--- src/rtl/rtt_pkg.sv ---
// shared types, constants and helpers for the rule text tokenizer
`timescale 1ns / 1ps

package rtt_pkg;

    // position counter width and reported field widths
    localparam int POS_W  = 16;
    localparam int TOK_W  = 16;
    localparam int KIND_W = 3;
    localparam int ZONE_W = 4;
    localparam int PEND_W = 3;

    typedef logic [POS_W-1:0] pos_t;
    localparam pos_t POS_MAX = {POS_W{1'b1}};

    // token kinds
    localparam logic [KIND_W-1:0] KIND_END    = 3'd0;
    localparam logic [KIND_W-1:0] KIND_NUMBER = 3'd1;
    localparam logic [KIND_W-1:0] KIND_WORD   = 3'd2;
    localparam logic [KIND_W-1:0] KIND_QUOTE  = 3'd3;
    localparam logic [KIND_W-1:0] KIND_EQUALS = 3'd4;
    localparam logic [KIND_W-1:0] KIND_OTHER  = 3'd5;

    // pending token classes
    localparam logic [PEND_W-1:0] PEND_NONE    = 3'd0;
    localparam logic [PEND_W-1:0] PEND_NUMBER  = 3'd1;
    localparam logic [PEND_W-1:0] PEND_WORD    = 3'd2;
    localparam logic [PEND_W-1:0] PEND_MINUS   = 3'd3;
    localparam logic [PEND_W-1:0] PEND_SLASH   = 3'd4;
    localparam logic [PEND_W-1:0] PEND_BANG    = 3'd5;
    localparam logic [PEND_W-1:0] PEND_LESS    = 3'd6;
    localparam logic [PEND_W-1:0] PEND_GREATER = 3'd7;

    // input op codes
    localparam logic OP_DATA = 1'b0;
    localparam logic OP_END  = 1'b1;

    // characters that matter
    localparam logic [7:0] CH_MINUS   = 8'h2D;
    localparam logic [7:0] CH_SLASH   = 8'h2F;
    localparam logic [7:0] CH_STAR    = 8'h2A;
    localparam logic [7:0] CH_EQ      = 8'h3D;
    localparam logic [7:0] CH_LT      = 8'h3C;
    localparam logic [7:0] CH_GT      = 8'h3E;
    localparam logic [7:0] CH_BANG    = 8'h21;
    localparam logic [7:0] CH_SQUOTE  = 8'h27;
    localparam logic [7:0] CH_DQUOTE  = 8'h22;
    localparam logic [7:0] CH_SPACE   = 8'h20;
    localparam logic [7:0] CH_TAB     = 8'h09;
    localparam logic [7:0] CH_CR      = 8'h0D;
    localparam logic [7:0] CH_LF      = 8'h0A;
    localparam logic [7:0] CH_UNDER   = 8'h5F;

    // one emitted token
    typedef struct packed {
        logic [KIND_W-1:0] kind;
        logic [TOK_W-1:0]  start;
        logic [TOK_W-1:0]  length;
        logic [ZONE_W-1:0] zone;
        logic              last;
    } token_t;

    // up to two tokens from one transaction, packed from first
    typedef struct packed {
        logic [1:0] count;
        token_t     first;
        token_t     second;
    } token_pair_t;

    // byte classification
    typedef struct packed {
        logic              is_digit;
        logic              is_word;
        logic              is_space;
        logic              is_quote;
        logic              is_equals;
        logic [PEND_W-1:0] lead;
    } byte_class_t;

    // position to reported width, zero extended or truncated
    function automatic logic [TOK_W-1:0] to_tok(input pos_t v);
        logic [POS_W+TOK_W-1:0] ext;
        ext = {{TOK_W{1'b0}}, v};
        return ext[TOK_W-1:0];
    endfunction

endpackage

--- src/rtl/rule_text_tokenizer_unit.sv ---
// top level of the rule text tokenizer
`timescale 1ns / 1ps

//  channel  | direction | tdata                              | tuser      | tlast
//  s_       | in        | [7:0] data_byte                    | [0] op     | -
//  m_       | out       | [15:0] start [31:16] length        | [2:0] kind | last of byte
//           |           | [35:32] zone [39:36] zero          |            |
//  cfg_     | in        | [3:0] zone_tag                     | -          | -
//
// one byte per cycle: an input register feeds the classifier and the token
// decision, which write up to two tokens into a four-entry output queue.
// a byte is held in the input register; its tokens are then registered in the queue.
// the input register stalls while the queue holds more than two tokens.
// reset clears the valid flag, tokenizer state, queue pointers and the zone tag; no clearing pass is needed.

module rule_text_tokenizer_unit (
    input  logic        aclk,
    input  logic        aresetn,
    // input bytes
    input  logic        s_tvalid,
    output logic        s_tready,
    input  logic [7:0]  s_tdata,   // [7:0] data_byte
    input  logic [0:0]  s_tuser,   // [0] op
    // tokens
    output logic        m_tvalid,
    input  logic        m_tready,
    output logic [39:0] m_tdata,   // [15:0] start, [31:16] length, [35:32] zone
    output logic [2:0]  m_tuser,   // [2:0] token_kind
    output logic        m_tlast,
    // zone tag write
    input  logic        cfg_valid,
    output logic        cfg_ready,
    input  logic [3:0]  cfg_data   // [3:0] zone_tag
);
    import rtt_pkg::*;

    logic        in_valid_reg;
    logic        in_op_reg;
    logic [7:0]  in_byte_reg;
    logic        advance;
    logic        room;
    byte_class_t cls;
    token_pair_t tokens;
    token_t      out_tok;

    assign cfg_ready = 1'b1;
    assign advance   = in_valid_reg && room;
    assign s_tready  = !in_valid_reg || advance;

    // input register
    always_ff @(posedge aclk) begin
        if (!aresetn) begin
            in_valid_reg <= 1'b0;
        end else if (s_tvalid && s_tready) begin
            in_valid_reg <= 1'b1;
        end else if (advance) begin
            in_valid_reg <= 1'b0;
        end
    end

    always_ff @(posedge aclk) begin
        if (s_tvalid && s_tready) begin
            in_op_reg   <= s_tuser[0];
            in_byte_reg <= s_tdata;
        end
    end

    rtt_classify u_classify (
        .data_byte (in_byte_reg),
        .cls       (cls)
    );

    rtt_core u_core (
        .aclk       (aclk),
        .aresetn    (aresetn),
        .item_valid (advance),
        .item_op    (in_op_reg),
        .item_byte  (in_byte_reg),
        .cls        (cls),
        .cfg_we     (cfg_valid && cfg_ready),
        .cfg_zone   (cfg_data),
        .tokens     (tokens)
    );

    rtt_out_queue u_queue (
        .aclk      (aclk),
        .aresetn   (aresetn),
        .push      (tokens),
        .room      (room),
        .out_valid (m_tvalid),
        .out_ready (m_tready),
        .out_tok   (out_tok)
    );

    // result transaction fields
    assign m_tdata = {4'b0000, out_tok.zone, out_tok.length, out_tok.start};
    assign m_tuser = out_tok.kind;
    assign m_tlast = out_tok.last;

endmodule

--- src/rtl/rtt_classify.sv ---
// byte classifier: character class and pair lead code
`timescale 1ns / 1ps

module rtt_classify (
    input  logic [7:0]          data_byte,
    output rtt_pkg::byte_class_t cls
);
    import rtt_pkg::*;

    // character ranges
    always_comb begin
        cls.is_digit  = (data_byte >= 8'h30) && (data_byte <= 8'h39);
        cls.is_word   = ((data_byte >= 8'h61) && (data_byte <= 8'h7A))
                     || ((data_byte >= 8'h41) && (data_byte <= 8'h5A))
                     || (data_byte == CH_UNDER);
        cls.is_space  = (data_byte == CH_SPACE) || (data_byte == CH_TAB)
                     || (data_byte == CH_CR) || (data_byte == CH_LF);
        cls.is_quote  = (data_byte == CH_SQUOTE) || (data_byte == CH_DQUOTE);
        cls.is_equals = (data_byte == CH_EQ);
    end

    // possible first byte of a two-byte token
    always_comb begin
        case (data_byte)
            CH_MINUS: cls.lead = PEND_MINUS;
            CH_SLASH: cls.lead = PEND_SLASH;
            CH_BANG:  cls.lead = PEND_BANG;
            CH_LT:    cls.lead = PEND_LESS;
            CH_GT:    cls.lead = PEND_GREATER;
            default:  cls.lead = PEND_NONE;
        endcase
    end

endmodule

--- src/rtl/rtt_core.sv ---
// tokenizer state and per-byte token decision
`timescale 1ns / 1ps

module rtt_core (
    input  logic                          aclk,
    input  logic                          aresetn,
    input  logic                          item_valid,
    input  logic                          item_op,
    input  logic [7:0]                    item_byte,
    input  rtt_pkg::byte_class_t          cls,
    input  logic                          cfg_we,
    input  logic [rtt_pkg::ZONE_W-1:0]    cfg_zone,
    output rtt_pkg::token_pair_t          tokens
);
    import rtt_pkg::*;

    logic [PEND_W-1:0] pend_reg, pend_next;
    pos_t              pstart_reg, pstart_next;
    pos_t              pos_reg, pos_next;
    logic [ZONE_W-1:0] zone_reg;

    pos_t              diff;
    pos_t              run_len;
    logic              cont;
    logic              pair;
    logic              f_valid, e_valid;
    token_t            f_tok, e_tok;

    // length of the pending number or word, at least one
    assign diff    = pos_reg - pstart_reg;
    assign run_len = (diff == '0) ? pos_t'(1) : diff;

    // does the byte finish a two-byte token
    always_comb begin
        unique case (pend_reg)
            PEND_MINUS:   pair = (item_byte == CH_MINUS);
            PEND_SLASH:   pair = (item_byte == CH_STAR);
            PEND_BANG:    pair = (item_byte == CH_EQ);
            PEND_LESS:    pair = (item_byte == CH_EQ) || (item_byte == CH_GT);
            PEND_GREATER: pair = (item_byte == CH_EQ);
            default:      pair = 1'b0;
        endcase
    end

    assign cont = ((pend_reg == PEND_NUMBER) && cls.is_digit)
               || ((pend_reg == PEND_WORD) && (cls.is_word || cls.is_digit));

    // first token: flush of pending or completed pair; second: own or end token
    always_comb begin
        f_tok        = '0;
        f_tok.zone   = zone_reg;
        f_tok.start  = to_tok(pstart_reg);
        f_valid      = 1'b0;
        e_tok        = '0;
        e_tok.zone   = zone_reg;
        e_tok.start  = to_tok(pos_reg);
        e_tok.length = TOK_W'(1);
        e_valid      = 1'b0;
        pend_next    = pend_reg;
        pstart_next  = pstart_reg;
        pos_next     = (pos_reg != POS_MAX) ? pos_reg + pos_t'(1) : pos_reg;

        // flush token of whatever is pending
        case (pend_reg)
            PEND_NUMBER: begin
                f_tok.kind   = KIND_NUMBER;
                f_tok.length = to_tok(run_len);
            end
            PEND_WORD: begin
                f_tok.kind   = KIND_WORD;
                f_tok.length = to_tok(run_len);
            end
            default: begin
                f_tok.kind   = KIND_OTHER;
                f_tok.length = TOK_W'(1);
            end
        endcase

        if (item_op == OP_END) begin
            f_valid      = (pend_reg != PEND_NONE);
            e_valid      = 1'b1;
            e_tok.kind   = KIND_END;
            e_tok.length = '0;
            pend_next    = PEND_NONE;
            pstart_next  = '0;
            pos_next     = '0;
        end else if (cont) begin
            // run goes on
        end else if (pair) begin
            f_valid      = 1'b1;
            f_tok.kind   = KIND_OTHER;
            f_tok.length = TOK_W'(2);
            pend_next    = PEND_NONE;
        end else begin
            f_valid   = (pend_reg != PEND_NONE);
            pend_next = PEND_NONE;
            if (!cls.is_space) begin
                if (cls.is_digit) begin
                    pend_next   = PEND_NUMBER;
                    pstart_next = pos_reg;
                end else if (cls.is_word) begin
                    pend_next   = PEND_WORD;
                    pstart_next = pos_reg;
                end else if (cls.lead != PEND_NONE) begin
                    pend_next   = cls.lead;
                    pstart_next = pos_reg;
                end else begin
                    pstart_next = pos_reg;
                    e_valid     = 1'b1;
                    if (cls.is_quote) begin
                        e_tok.kind = KIND_QUOTE;
                    end else if (cls.is_equals) begin
                        e_tok.kind = KIND_EQUALS;
                    end else begin
                        e_tok.kind = KIND_OTHER;
                    end
                end
            end
        end
    end

    // pack the tokens and mark the last one
    always_comb begin
        tokens = '0;
        if (item_valid) begin
            if (f_valid && e_valid) begin
                tokens.count       = 2'd2;
                tokens.first       = f_tok;
                tokens.second      = e_tok;
                tokens.second.last = 1'b1;
            end else if (f_valid) begin
                tokens.count      = 2'd1;
                tokens.first      = f_tok;
                tokens.first.last = 1'b1;
            end else if (e_valid) begin
                tokens.count      = 2'd1;
                tokens.first      = e_tok;
                tokens.first.last = 1'b1;
            end
        end
    end

    // state registers
    always_ff @(posedge aclk) begin
        if (!aresetn) begin
            pend_reg   <= PEND_NONE;
            pstart_reg <= '0;
            pos_reg    <= '0;
            zone_reg   <= '0;
        end else begin
            if (item_valid) begin
                pend_reg   <= pend_next;
                pstart_reg <= pstart_next;
                pos_reg    <= pos_next;
            end
            if (cfg_we) begin
                zone_reg <= cfg_zone;
            end
        end
    end

endmodule

--- src/rtl/rtt_out_queue.sv ---
// four-entry result queue, takes up to two tokens a cycle, gives one
`timescale 1ns / 1ps

module rtt_out_queue (
    input  logic                 aclk,
    input  logic                 aresetn,
    input  rtt_pkg::token_pair_t push,
    output logic                 room,
    output logic                 out_valid,
    input  logic                 out_ready,
    output rtt_pkg::token_t      out_tok
);
    import rtt_pkg::*;

    token_t     entry_reg [4];
    logic [1:0] wr_ptr_reg;
    logic [1:0] rd_ptr_reg;
    logic [2:0] count_reg;
    logic       pop;

    assign out_valid = (count_reg != 3'd0);
    assign out_tok   = entry_reg[rd_ptr_reg];
    assign pop       = out_valid && out_ready;
    // room for a full pair regardless of this cycle's pop
    assign room      = (count_reg <= 3'd2);

    // payload entries
    always_ff @(posedge aclk) begin
        if (push.count != 2'd0) begin
            entry_reg[wr_ptr_reg] <= push.first;
        end
        if (push.count == 2'd2) begin
            entry_reg[wr_ptr_reg + 2'd1] <= push.second;
        end
    end

    // pointers and fill level
    always_ff @(posedge aclk) begin
        if (!aresetn) begin
            wr_ptr_reg <= '0;
            rd_ptr_reg <= '0;
            count_reg  <= '0;
        end else begin
            wr_ptr_reg <= wr_ptr_reg + push.count;
            if (pop) begin
                rd_ptr_reg <= rd_ptr_reg + 2'd1;
            end
            count_reg <= count_reg + {1'b0, push.count} - {2'b00, pop};
        end
    end

endmodule
--- config.mk ---
export PLATFORM = sky130hd
export DESIGN_NAME = rule_text_tokenizer_unit
export DESIGN_NICKNAME = d
export VERILOG_FILES = /design/src/rtl/rtt_pkg.sv /design/src/rtl/rule_text_tokenizer_unit.sv /design/src/rtl/rtt_classify.sv /design/src/rtl/rtt_core.sv /design/src/rtl/rtt_out_queue.sv
export SDC_FILE = /design/constraint.sdc
export NUM_CORES = 1
export LEC_CHECK = 0
export ABC_AREA = 0
export BUFFER_PORTS_ARGS = -buffer_cell sky130_fd_sc_hd__buf_2
export CAP_MARGIN = 10
export CORE_MARGIN = 4
export CORE_UTILIZATION = 60
export CTS_BUF_LIST = sky130_fd_sc_hd__clkbuf_4 sky130_fd_sc_hd__clkbuf_8
export DETAILED_ROUTE_END_ITERATION = 10
export GPL_TIMING_DRIVEN = 0
export PLACE_DENSITY = 0.79
export SLEW_MARGIN = 40
export SYNTH_ARGS = -nofsm -noshare
export SYNTH_HDL_FRONTEND = slang
export SYNTH_SLANG_ARGS = --single-unit
--- constraint.sdc ---
create_clock -name aclk -period 4.4 [get_ports aclk]
set_input_delay 0.88 -clock aclk [delete_from_list [all_inputs] [get_ports aclk]]
set_output_delay 0.88 -clock aclk [all_outputs]
set_load 0.005 [all_outputs]
==> metrics.yaml <==
finish:
  layout_common_cells: "dfxtp_1 (109), edfxtp_1 (109), a22o_1 (92)"
  drive_gt1_share_pct: 21.11
  instances_no_fill: 1305
  n_antenna_cell: 0
  layout.nets: 1094
  largest_register_ffs: 160
  syn2layout_area_growth_pct: 13.71
worst_setup_path:
  rrSetupSlack_ps: 190
  crit_type: "reg -> reg"
  cp.arrival_ps: 4420
  start_kind: "register"
  worstReg2RegEnd: "u_queue.entry_reg[2][28]$_DFFE_PP_"
  crit_path_start: "in_byte_reg[0]$_DFFE_PP_"
  crit_fanout: 25
  critPathCaptureType: "register"
  timing.rr.start: "in_byte_reg[0]$_DFFE_PP_"
  cp_data_required_time_ps: 4610
  r2r_cells: 14
clock_network:
  numClockSinks: 218
  cts_buffers: 37
  cts_max_path_buffers: 3
  clockRootBuffer: "clkbuf_8"
  cts.clk_slew.worst_paths_ps: 60
  hold_buffers: 0
  htreeDepth: 2
  clk_latency_ps: 520
  cts_tree: "yes"
logic_synthesis:
  syn_inst: 952
  ys_types: 76
  netlist_area_mm2: 0.01082
  ys.flop_type: "edfxtp_1"
  yosysSeqAreaShare_pct: 50.43
  syn_area_per_cell_um2: 11.36
  synthArstFlopShare_pct: 0
  yosys_warnings: 0
  ys_ff_latch: 218
  synth-edff-count: 109
placed_design:
  io_buffers: 58
  gp_congestion: 0.9699
  dp_hpwl_um: 19010
  dp.cells: 1238
power_and_ir_drop:
  power.density_mw_per_mm2: 425.9
  peakVddDrop_uv: 414.9
  p_leak_nw: 4.536
  total_power_w: 0.005239
timing:
  final-setup-viol-count: 0
  maxSlewHeadroom_pct: 50.12
  tightest_slew_ps: 742.8
  post-route-period-util_pct: 95.60
  maxSlewViolCount: 0
  finClkSkew_ps: 10.78
  fin_crit_ps: 4206
  hold_viol: 0
  timing.fmax_ghz: 0.2377
  rsz0062_at_grt: "false"
  hold_slack_ps: 448.1
floorplanning:
  fp.dieH_um: 142.3
  core_mm2: 0.01748
  io_pins: 65
  initial_core_util_pct: 61.90
  die_w_um: 142.3
  rows: 48
  dieArea_mm2: 0.02024
route:
  drtPass1Iterations: 5
  vias_per_cell: 6.257
  drt_iter0_drc: 797
  ant_nets: 0
  routedWlPerCell_um: 20.85
  drc_errors: 0
  routed-via-count: 8165
  wirelength_um: 27210
status:
  outcome: "finished clean"
grt:
  grt_pass1_wl_um: 43120
  overflow: 0
  track_usage_pct: 27.20
  grt_max_degree: 26
  antenna_found_initial: 0
  grt_pass1_vias: 8115
flow_run:
  maxCapViolCount: 0
hold_path:
  min_delay_path_depth: 2
  hp-start: "u_queue.entry_reg[2][11]$_SDFFE_PP0P_"
  hold_class: "reg -> reg"
  holdPathEnd: "u_queue.entry_reg[2][11]$_SDFFE_PP0P_"
## per-layer routing
layer	GRT usage (%)	share of wire (%)	vias to the layer above
li1	-	-	3773
met1	37.05	41	3917
met2	43.13	46	398
met3	5.847	9.6	77
met4	10.35	3.4	0
met5	0	0	-
## area by class of cell
cell class	count	area, µm²
multi-input cells	640	4987
inverters	35	153.9
repair buffers	58	290.3
fillers	1289	5176
clock inverters	22	240.2
clock buffers	45	600.6
plain buffers	62	291.5
flip-flops and latches	218	5455
well taps	225	281.5
## cell usage after synthesis (10+ instances only)
master | instances | area, µm²
nor2b_1 | 15 | 93.84
clkbuf_1 | 36 | 135.1
nand2_1 | 86 | 322.8
o22ai_1 | 14 | 87.58
or3_1 | 12 | 75.07
a22o_1 | 92 | 805.8
nand3_1 | 26 | 130.1
xnor2_1 | 16 | 140.1
o21ai_0 | 54 | 270.3
edfxtp_1 | 109 | 3273
mux4_2 | 40 | 900.9
nor2_1 | 52 | 195.2
a21oi_1 | 23 | 115.1
xor2_1 | 15 | 131.4
dfxtp_1 | 109 | 2182
a21o_1 | 10 | 75.07
and2_1 | 31 | 193.9
inv_1 | 35 | 131.4
ha_1 | 22 | 275.3
a21boi_0 | 17 | 127.6
## worst max path at each step
stage	end	depth (start not counted)	slack, ps
floorplan	u_queue.entry_reg[1][0]$_DFFE_PP_	14	600
global placement	u_queue.entry_reg[3][31]$_DFFE_PP_	13	-590
detailed placement	u_queue.entry_reg[3][30]$_DFFE_PP_	13	-190
CTS	u_queue.entry_reg[0][24]$_DFFE_PP_	14	1
global route	u_queue.entry_reg[2][37]$_DFFE_PP_	14	4
finish	u_queue.entry_reg[2][28]$_DFFE_PP_	14	190
## power breakdown
group	leakage, nW	switching (W)	internal [W]
Combinational	2.15	0.000526	0.000408
Sequential	1.95	0.0000428	0.00221
Clock	0.435	0.000845	0.00121
Total	4.54	0.00141	0.00383
## worst max-delay path, cell delays in order (launching register included)
cell	delay, ps
edfxtp_1	460
clkbuf_1	250
nand4b_1	210
o22ai_1	100
o211a_1	210
a21oi_1	250
o41ai_2	210
o21ai_4	240
ha_1	370
nand2_1	270
or2_1	320
nor2_1	230
nor2_1	210
clkbuf_2	300
inv_8	240
## stage by stage
stage	worst slack [ps]	cell area [µm²]	TNS (ps)	utilization, %
4_1_cts	1.116	12260	0	70.16
2_1_floorplan	598.0	10830	0	-
3_3_place_gp	-592.7	11400	-48080	65.23
6_report	193.5	12300	0	70.38
5_1_grt	3.937	12300	0	70.38
3_5_place_dp	-188.0	11410	-10210	65.26
## timing repair
item	4_1_cts	5_1_grt
setup buffers	0	0
setup endpoints to repair	110	138
gates resized for setup	7	22
## cells by family after synthesis
group | after synthesis | synth area share (%)
AO/OA/AOI/OAI | 260 | 18.45
XOR/XNOR | 31 | 2.510
adder cells (fa/ha/maj) | 24 | 2.915
buffers and inverters | 97 | 3.794
flip-flops | 218 | 50.43
multiplexers | 45 | 8.802
other | 2 | 0.06942
AND/OR/NAND/NOR | 275 | 13.03
Note: power is estimated with default switching activity, not from simulation.
